<file path="src/rtl/highlight_fill_filter_defines.svh">
// Assertion macros for the highlight fill filter.
// Included by the top level; the macros expect aclk and aresetn in scope.
`ifndef HIGHLIGHT_FILL_FILTER_DEFINES_SVH
`define HIGHLIGHT_FILL_FILTER_DEFINES_SVH

// Consequent must hold in the same cycle as the antecedent.
`define HFF_ASSERT_NOW(lbl, ante, cons, msg) \
    lbl: assert property (@(posedge aclk) disable iff (!aresetn) (ante) |-> (cons)) \
        else $error(msg);

// Consequent must hold in the cycle after the antecedent.
`define HFF_ASSERT_NEXT(lbl, ante, cons, msg) \
    lbl: assert property (@(posedge aclk) disable iff (!aresetn) (ante) |=> (cons)) \
        else $error(msg);

`endif

</file>
<file path="src/rtl/hff_pkg.sv">
// Shared constants and types for the highlight fill filter.
// No dependencies; imported by every module of the block.
package hff_pkg;

    localparam int DEF_MAX_COLS = 512;
    localparam int DEF_MAX_ROWS = 512;
    localparam int MIN_DIM      = 3;

    localparam int CFG_IDX_W  = 2;
    localparam int CFG_DATA_W = 10;
    localparam int DIM_CFG_W  = 10;
    localparam int PIX_W      = 8;

    localparam logic [CFG_IDX_W-1:0] REG_FRAME_COLS      = 2'd0;
    localparam logic [CFG_IDX_W-1:0] REG_FRAME_ROWS      = 2'd1;
    localparam logic [CFG_IDX_W-1:0] REG_HIGHLIGHT_LEVEL = 2'd2;
    localparam logic [CFG_IDX_W-1:0] REG_FILL_BIAS       = 2'd3;

    localparam logic [DIM_CFG_W-1:0] RST_FRAME_COLS      = 10'd512;
    localparam logic [DIM_CFG_W-1:0] RST_FRAME_ROWS      = 10'd512;
    localparam logic [PIX_W-1:0]     RST_HIGHLIGHT_LEVEL = 8'd200;
    localparam logic [PIX_W-1:0]     RST_FILL_BIAS       = 8'd190;

    localparam logic ACT_LOAD  = 1'b0;
    localparam logic ACT_FETCH = 1'b1;

    typedef struct packed {
        logic [PIX_W-1:0] level;
        logic [PIX_W-1:0] bias;
    } hff_thr_t;

    typedef struct packed {
        logic busy;
        logic done;
    } hff_pass_stat_t;

endpackage

</file>
<file path="src/rtl/hff_div.sv">
// Restoring divider, one quotient bit per cycle.
// Uses hff_pkg for the status type.
module hff_div
    import hff_pkg::*;
#(
    parameter int N_W = 26,
    parameter int D_W = 18
) (
    input  logic           aclk,
    input  logic           aresetn,
    input  logic           start,
    input  logic [N_W-1:0] dividend,
    input  logic [D_W-1:0] divisor,
    output hff_pass_stat_t stat,
    output logic [N_W-1:0] quotient
);

    localparam int CNT_W = $clog2(N_W + 1);

    logic             busy_reg, busy_next;
    logic             done_reg, done_next;
    logic [CNT_W-1:0] cnt_reg, cnt_next;
    logic [D_W:0]     rem_reg, rem_next;
    logic [N_W-1:0]   quo_reg, quo_next;
    logic [D_W-1:0]   div_reg, div_next;
    logic [D_W:0]     rem_sh;
    logic             qbit;

    always_comb begin
        rem_sh = {rem_reg[D_W-1:0], quo_reg[N_W-1]};
        qbit   = (rem_sh >= {1'b0, div_reg});
    end

    always_comb begin
        busy_next = busy_reg;
        done_next = 1'b0;
        cnt_next  = cnt_reg;
        rem_next  = rem_reg;
        quo_next  = quo_reg;
        div_next  = div_reg;
        if (start) begin
            busy_next = 1'b1;
            cnt_next  = '0;
            rem_next  = '0;
            quo_next  = dividend;
            div_next  = divisor;
        end else if (busy_reg) begin
            rem_next = qbit ? (rem_sh - {1'b0, div_reg}) : rem_sh;
            quo_next = {quo_reg[N_W-2:0], qbit};
            cnt_next = cnt_reg + 1'b1;
            if (cnt_reg == CNT_W'(N_W - 1)) begin
                busy_next = 1'b0;
                done_next = 1'b1;
            end
        end
    end

    always_ff @(posedge aclk) begin
        if (!aresetn) begin
            busy_reg <= 1'b0;
            done_reg <= 1'b0;
        end else begin
            busy_reg <= busy_next;
            done_reg <= done_next;
        end
        cnt_reg <= cnt_next;
        rem_reg <= rem_next;
        quo_reg <= quo_next;
        div_reg <= div_next;
    end

    assign stat.busy = busy_reg;
    assign stat.done = done_reg;
    assign quotient  = quo_reg;

endmodule

</file>
<file path="src/rtl/hff_pass.sv">
// In-place fill pass sequencer: qualification scan, window search, border clear.
// Drives the frame store through a read-modify-write port; uses hff_pkg and hff_div.
module hff_pass
    import hff_pkg::*;
#(
    parameter int MAX_COLS = DEF_MAX_COLS,
    parameter int MAX_ROWS = DEF_MAX_ROWS,
    parameter int X_W      = $clog2(MAX_COLS + 1),
    parameter int Y_W      = $clog2(MAX_ROWS + 1),
    parameter int ADDR_W   = $clog2(MAX_COLS * MAX_ROWS)
) (
    input  logic              aclk,
    input  logic              aresetn,
    input  logic              start,
    input  logic [X_W-1:0]    cols,
    input  logic [Y_W-1:0]    rows,
    input  hff_thr_t          thr,
    output hff_pass_stat_t    stat,
    output logic              mem_we,
    output logic              mem_re,
    output logic [ADDR_W-1:0] mem_addr,
    output logic [PIX_W-1:0]  mem_wdata,
    input  logic [PIX_W-1:0]  mem_rdata
);

    localparam int S_W   = $clog2(MAX_COLS + MAX_ROWS + 4) + 2;
    localparam int CNT_W = $clog2(MAX_COLS * MAX_ROWS + 2);
    localparam int SUM_W = CNT_W + PIX_W;
    localparam int P_W   = X_W + Y_W;

    localparam logic [3:0] P_IDLE     = 4'd0;
    localparam logic [3:0] P_CNT_RD   = 4'd1;
    localparam logic [3:0] P_CNT_CHK  = 4'd2;
    localparam logic [3:0] P_SCAN_RD  = 4'd3;
    localparam logic [3:0] P_SCAN_CHK = 4'd4;
    localparam logic [3:0] P_WIN_RD   = 4'd5;
    localparam logic [3:0] P_WIN_ACC  = 4'd6;
    localparam logic [3:0] P_DIV      = 4'd7;
    localparam logic [3:0] P_DIV_WAIT = 4'd8;
    localparam logic [3:0] P_WR       = 4'd9;
    localparam logic [3:0] P_BORDER   = 4'd10;

    logic [3:0]              state_reg, state_next;
    logic                    done_reg, done_next;
    logic [X_W-1:0]          pc_reg, pc_next;
    logic [Y_W-1:0]          pr_reg, pr_next;
    logic [X_W-1:0]          x_reg, x_next;
    logic [Y_W-1:0]          y_reg, y_next;
    logic signed [S_W-1:0]   r_reg, r_next;
    logic signed [S_W-1:0]   a_reg, a_next;
    logic signed [S_W-1:0]   b_reg, b_next;
    logic [SUM_W-1:0]        sum_reg, sum_next;
    logic [CNT_W-1:0]        cnt_reg, cnt_next;
    logic                    qual_reg, qual_next;
    logic [PIX_W-1:0]        val_reg, val_next;

    logic signed [S_W-1:0]   y_s, x_s, pc_s, pr_s, cy, cx, a_abs, r2, lim;
    logic                    inb, r_is1, ring_row, row_end, win_last, hit;
    logic [CNT_W-1:0]        cnt_eff;
    logic [SUM_W-1:0]        sum_eff;
    logic [Y_W-1:0]          ay;
    logic [X_W-1:0]          ax;
    logic [P_W-1:0]          prod;
    logic                    int_last;
    logic [X_W-1:0]          int_x;
    logic [Y_W-1:0]          int_y;
    logic                    brd_last;
    logic                    div_start;
    hff_pass_stat_t          div_stat;
    logic [SUM_W-1:0]        quo;

    hff_div #(
        .N_W(SUM_W),
        .D_W(CNT_W)
    ) u_div (
        .aclk    (aclk),
        .aresetn (aresetn),
        .start   (div_start),
        .dividend(sum_reg + SUM_W'(thr.bias)),
        .divisor (cnt_reg + 1'b1),
        .stat    (div_stat),
        .quotient(quo)
    );

    always_comb begin
        y_s   = S_W'(y_reg);
        x_s   = S_W'(x_reg);
        pc_s  = S_W'(pc_reg);
        pr_s  = S_W'(pr_reg);
        cy    = y_s + a_reg;
        cx    = x_s + b_reg;
        inb   = (cy >= 1) && (cy <= pr_s - 1) && (cx >= 1) && (cx <= pc_s - 1);
        r_is1 = (r_reg == 1);
        a_abs = (a_reg < 0) ? -a_reg : a_reg;
        ring_row = r_is1 || (a_abs >= r_reg - 1);
        row_end  = (b_reg == r_reg);
        win_last = row_end && (a_reg == r_reg);
        r2    = r_reg + S_W'(2);
        lim   = pr_s + pc_s + S_W'(2);
        hit   = (state_reg == P_WIN_ACC) && (mem_rdata <= thr.level);
        cnt_eff = cnt_reg + CNT_W'(hit);
        sum_eff = sum_reg + (hit ? SUM_W'(mem_rdata) : '0);

        int_last = (y_reg == pr_reg - 1'b1) && (x_reg == pc_reg - 1'b1);
        int_x    = (x_reg == pc_reg - 1'b1) ? X_W'(1) : x_reg + 1'b1;
        int_y    = (x_reg == pc_reg - 1'b1) ? y_reg + 1'b1 : y_reg;
        brd_last = int_last;

        if (state_reg == P_WIN_RD) begin
            ay = cy[Y_W-1:0];
            ax = cx[X_W-1:0];
        end else begin
            ay = y_reg;
            ax = x_reg;
        end
        prod     = {{X_W{1'b0}}, ay} * {{Y_W{1'b0}}, pc_reg} + P_W'(ax);
        mem_addr = prod[ADDR_W-1:0];
    end

    always_comb begin
        state_next = state_reg;
        done_next  = 1'b0;
        pc_next    = pc_reg;
        pr_next    = pr_reg;
        x_next     = x_reg;
        y_next     = y_reg;
        r_next     = r_reg;
        a_next     = a_reg;
        b_next     = b_reg;
        sum_next   = sum_reg;
        cnt_next   = cnt_reg;
        qual_next  = qual_reg;
        val_next   = val_reg;
        mem_we     = 1'b0;
        mem_re     = 1'b0;
        mem_wdata  = '0;
        div_start  = 1'b0;
        unique case (state_reg)
            P_IDLE: begin
                if (start) begin
                    pc_next    = cols;
                    pr_next    = rows;
                    x_next     = X_W'(1);
                    y_next     = Y_W'(1);
                    qual_next  = 1'b0;
                    state_next = P_CNT_RD;
                end
            end
            P_CNT_RD: begin
                mem_re     = 1'b1;
                state_next = P_CNT_CHK;
            end
            P_CNT_CHK: begin
                if (mem_rdata <= thr.level) begin
                    qual_next = 1'b1;
                end
                if (int_last) begin
                    x_next     = X_W'(1);
                    y_next     = Y_W'(1);
                    state_next = P_SCAN_RD;
                end else begin
                    x_next     = int_x;
                    y_next     = int_y;
                    state_next = P_CNT_RD;
                end
            end
            P_SCAN_RD: begin
                mem_re     = 1'b1;
                state_next = P_SCAN_CHK;
            end
            P_SCAN_CHK: begin
                if (mem_rdata > thr.level) begin
                    if (!qual_reg) begin
                        val_next   = thr.bias;
                        state_next = P_WR;
                    end else begin
                        r_next     = S_W'(1);
                        a_next     = -S_W'(1);
                        b_next     = -S_W'(1);
                        sum_next   = '0;
                        cnt_next   = '0;
                        state_next = P_WIN_RD;
                    end
                end else if (int_last) begin
                    x_next     = '0;
                    y_next     = '0;
                    state_next = P_BORDER;
                end else begin
                    x_next     = int_x;
                    y_next     = int_y;
                    state_next = P_SCAN_RD;
                end
            end
            P_WIN_RD, P_WIN_ACC: begin
                if ((state_reg == P_WIN_RD) && inb) begin
                    mem_re     = 1'b1;
                    state_next = P_WIN_ACC;
                end else begin
                    sum_next   = sum_eff;
                    cnt_next   = cnt_eff;
                    state_next = P_WIN_RD;
                    if (!win_last) begin
                        if (row_end) begin
                            a_next = a_reg + S_W'(1);
                            b_next = -r_reg;
                        end else if (!ring_row && (b_reg == 1 - r_reg)) begin
                            b_next = r_reg - S_W'(1);
                        end else begin
                            b_next = b_reg + S_W'(1);
                        end
                    end else if (cnt_eff != '0) begin
                        state_next = P_DIV;
                    end else if (r2 > lim) begin
                        val_next   = thr.bias;
                        state_next = P_WR;
                    end else begin
                        r_next   = r2;
                        a_next   = -r2;
                        b_next   = -r2;
                        sum_next = '0;
                        cnt_next = '0;
                    end
                end
            end
            P_DIV: begin
                div_start  = 1'b1;
                state_next = P_DIV_WAIT;
            end
            P_DIV_WAIT: begin
                if (div_stat.done) begin
                    val_next   = quo[PIX_W-1:0];
                    state_next = P_WR;
                end
            end
            P_WR: begin
                mem_we    = 1'b1;
                mem_wdata = val_reg;
                if (val_reg <= thr.level) begin
                    qual_next = 1'b1;
                end
                if (int_last) begin
                    x_next     = '0;
                    y_next     = '0;
                    state_next = P_BORDER;
                end else begin
                    x_next     = int_x;
                    y_next     = int_y;
                    state_next = P_SCAN_RD;
                end
            end
            P_BORDER: begin
                mem_we = 1'b1;
                if (brd_last) begin
                    done_next  = 1'b1;
                    state_next = P_IDLE;
                end else if (x_reg == pc_reg - 1'b1) begin
                    x_next = '0;
                    y_next = y_reg + 1'b1;
                end else if ((y_reg != '0) && (y_reg != pr_reg - 1'b1) && (x_reg == '0)) begin
                    x_next = pc_reg - 1'b1;
                end else begin
                    x_next = x_reg + 1'b1;
                end
            end
            default: begin
                state_next = P_IDLE;
            end
        endcase
    end

    always_ff @(posedge aclk) begin
        if (!aresetn) begin
            state_reg <= P_IDLE;
            done_reg  <= 1'b0;
        end else begin
            state_reg <= state_next;
            done_reg  <= done_next;
        end
        pc_reg   <= pc_next;
        pr_reg   <= pr_next;
        x_reg    <= x_next;
        y_reg    <= y_next;
        r_reg    <= r_next;
        a_reg    <= a_next;
        b_reg    <= b_next;
        sum_reg  <= sum_next;
        cnt_reg  <= cnt_next;
        qual_reg <= qual_next;
        val_reg  <= val_next;
    end

    assign stat.busy = (state_reg != P_IDLE);
    assign stat.done = done_reg;

endmodule

</file>
<file path="config.mk">
export PLATFORM = sky130hd
export DESIGN_NAME = hff_pass
export DESIGN_NICKNAME = d
export VERILOG_FILES = /design/src/rtl/highlight_fill_filter_defines.svh /design/src/rtl/hff_pkg.sv /design/src/rtl/hff_div.sv /design/src/rtl/hff_pass.sv
export SDC_FILE = /design/constraint.sdc
export NUM_CORES = 1
export LEC_CHECK = 0
export BUFFER_PORTS_ARGS = -buffer_cell sky130_fd_sc_hd__buf_2
export CELL_PAD_IN_SITES_DETAIL_PLACEMENT = 0
export CELL_PAD_IN_SITES_GLOBAL_PLACEMENT = 1
export CORE_MARGIN = 5
export CORE_UTILIZATION = 45
export DETAILED_ROUTE_END_ITERATION = 10
export GPL_TIMING_DRIVEN = 0
export PLACE_DENSITY = 0.89
export SYNTH_ARGS = -nofsm -noshare
export SYNTH_HDL_FRONTEND = slang
export SYNTH_SLANG_ARGS = --single-unit
</file>
<file path="constraint.sdc">
create_clock -name aclk -period 6.6 [get_ports aclk]
set_clock_uncertainty 0.1 [all_clocks]
set_input_delay 0.66 -clock aclk [delete_from_list [all_inputs] [get_ports aclk]]
set_output_delay 0.66 -clock aclk [all_outputs]
set_load 0.05 [all_outputs]
</file>
==> summary.md <==
| Metric | Value |
|---|---|
| IO buf count | 76 |
| Top FF cell, synth | edfxtp_1 |
| Vias in the first global route | 19000 |
| Clock transition at path regs | 0.06 ns |
| Layout area overhead | 15.86% |
| Top cells by count, synth | 235 x inv_1, 213 x nor2_1, 209 x nand2_1 |
| Gate Count Post-Synth | 2518 |
| Root Driver | clkbuf_16 |
| Fin area | 0.02532 mm2 |
| Core Area | 0.04785 mm2 |
| Total number of yosys warnings | 0 |
| Outcome | finished with violations |
| Number of synthesized register bits | 210 |
| Worst min path class | input port to flip-flop |
| Max-slew violation count | 0 |
| CTS buffer count | 26 |
| Largest net degree at the start of global routing | 29 |
| Synth top area cells | edfxtp_1 25%, ha_1 12%, fa_1 7.1% |
| TritonRoute pass-1 iters | 6 |
| R2R setup slack | 0.73 ns |
| DP Area | 0.02338 mm2 |
| Setup ws final | -1.024 ns |
| Remaining Overflow, GRT | 0 |
| Met2 Track Usage GR | 38.40% |
| Hold Vio Cnt, Final | 0 |
| Die Span X | 230.4 um |
| Die area | 0.05307 mm2 |
| DIE HEIGHT | 230.4 um |
| MaxCap Viol Count | 0 |
| Drt via density | 5.774 |
| DRC Markers | 0 |
| Synth top area share | 24.60% |
| Max Clock Freq | 131.2 MHz |
| Slew margin rel. | 16.50% |
| Skew-Pair Late Insertion Delay | 0.56 ns |
| Post-Syn Area | 0.02185 mm2 |
| I/O pins | 77 |
| Worst-margin pin slew | 1.251 ns |
| Initial antenna violation count | 4 |
| Routed Antenna Nets | 0 |
| Gr usage total | 22.66% |
| GRT Max-Usage Layer | met2 |
| Critical setup path kind | flip-flop to primary output |
| Startpoint types | flip-flop |
| Worst-path fanout max | 6 |
| Cts hold-fix bufs | 0 |
| DR vias | 19180 |
| H-tree depth | 1 |
| Syn avg cell area | 8.679 um2 |
| Wire per inst | 18.90 um |
| Sink Count | 210 |
| Net Count, Synth | 2847 |
| Initial Util | 45.67% |
| Failing checks | setup timing |
| Worst-case clock buffer depth | 3 |
| Share of cells above drive strength 1 | 13.76% |
| Met3 usage | 2.839% |
| Dpl ws | -1.439 ns |
| DPL Wire Length | 47740 um |
| Detailed Route Iter0 Violations | 1474 |
| CP arrival | 6.86 ns |
| Pwr dens | 387.0 mW/mm2 |
| EDFF count, synth | 179 |
| First-pass GRT wire length | 99910 um |
| Seq/Total Area, Yosys | 27.44% |
| Synth unique cells | 98 |
| WP data required | 5.84 ns |
| Synth area leader | edfxtp_1 |
| Post-layout nets | 3013 |
| Core Rows | 80 |
| RSZ-0062 raised after global routing | yes |
| Max VDD drop | 1.589 mV |
| Period minus WS final | 7.624 ns |
| Final Total Pwr | 9800 uW |
| Fin crit share | 115.5% |
| Endpoint type of the worst setup path | primary output |
| CTS tree | yes |
| Setup TNS | -8.271 ns |
| GP Congestion | 0.9496 |
| Leakage power | 0.01049 uW |
| Top-count cell post-synth | inv_1 |
| Final WL | 62770 um |
| Final number of setup-violating endpoints | 11 |
| Global Route met1 Usage | 30.92% |
| Post-synth ARST share | 0% |
[layer usage]
layer | share of wire, % | vias to the layer above | wire length, um
met5 | 0.054 | - | 34
met4 | 2.4 | 6 | 1502
met3 | 6.6 | 119 | 4139
met2 | 47 | 673 | 29640
met1 | 44 | 9246 | 27450
li1 | - | 9131 | -
[cell usage in the layout (no fill, tap or decap), types with 14 or more instances in the layout]
cell	n
ha_4	16
o21a_1	20
mux2i_1	21
and3_1	32
buf_2	83
nand2b_1	35
nor3_1	45
o21ai_0	107
xnor2_1	167
o21ai_1	18
nor2b_1	29
nor4_1	25
buf_6	30
clkbuf_1	94
a31oi_1	15
inv_1	217
clkbuf_16	26
dfxtp_1	29
a211oi_1	23
nand4_1	52
xor2_1	82
nor2_1	206
edfxtp_1	179
ha_1	187
nand3_1	75
a21oi_1	113
a21o_1	27
or3_1	14
fa_1	74
and2_1	74
nand2_1	203
inv_2	19
buf_4	52
[critical path: stages, from the launching register on]
cell      delay, ns
edfxtp_1       0.47
ha_4           0.21
inv_2          0.06
fa_2           0.23
nor2b_4        0.05
o31a_4         0.36
o21ai_4        0.17
a21oi_2        0.09
xnor2_2        0.23
mux2_4         0.25
buf_6          0.12
nand2_2        0.04
fa_1           0.50
inv_2          0.04
fa_1           0.46
fa_1           0.49
fa_1           0.49
inv_1          0.05
fa_1           0.51
inv_2          0.05
ha_4           0.30
and3_4         0.20
a21oi_4        0.04
a31oi_4        0.21
a31oi_4        0.17
o21ai_4        0.21
xnor2_4        0.13
buf_6          0.17
[cells by family (layout without fill, tap and decap cells)]
group           after synthesis  count (layout)  synth area share [%]
simple gates                884             884                 20.53
compound gates              468             468                 13.78
buf+inv                     369             555                 6.676
fa+ha+maj                   282             282                 18.79
xor+xnor                    267             267                 10.95
flops                       210             210                 27.44
mux                          38              38                 1.838
other cells                   0               2                     0
[final cells by class]
class,count,area [um2]
clock inverters,15,115.1
repair buffers,140,1041
well taps,615,769.5
diodes,2,5.005
clock buffers,33,706.9
fillers,4370,22530
multi-input cells,1939,15210
flip-flops and latches,210,5998
plain buffers,129,578.1
inverters,238,893.4
[per-stage QoR]
stage / instances / hold slack (ns) / util [%]
after CTS: 3300 / 0.1499 / 52.13
after global routing: 3319 / 0.1604 / 52.91
after global placement: 3209 / 0.3654 / 48.73
final: 3321 / 0.1716 / 52.92
after floorplan: 2518 / 0.3425 / -
after detailed placement: 3212 / 0.3703 / 48.86
[final timing paths]
kind                          from                to  depth (start not counted)
setup / recovery          a_reg[0]      mem_addr[17]                         27
hold reg to reg   u_div.rem_reg[6]  u_div.rem_reg[6]                          2
setup reg to reg         pc_reg[1]        val_reg[5]                         24
hold / removal             cols[9]         pc_reg[9]                          1
[timing repair]
action	in CTS	in global routing
resized for setup	100	54
setup endpoints to repair	14	27
endpoints found under the hold margin	0	0
buffers inserted	42	19
pin swaps	47	34
[power breakdown]
part	leakage [uW]	switching [uW]	internal, uW
clock network	0.000392	604	796
logic	0.00823	3900	2980
registers	0.00187	51.9	1470
total	0.0105	4550	5250
(Power assumes the default switching activity.)
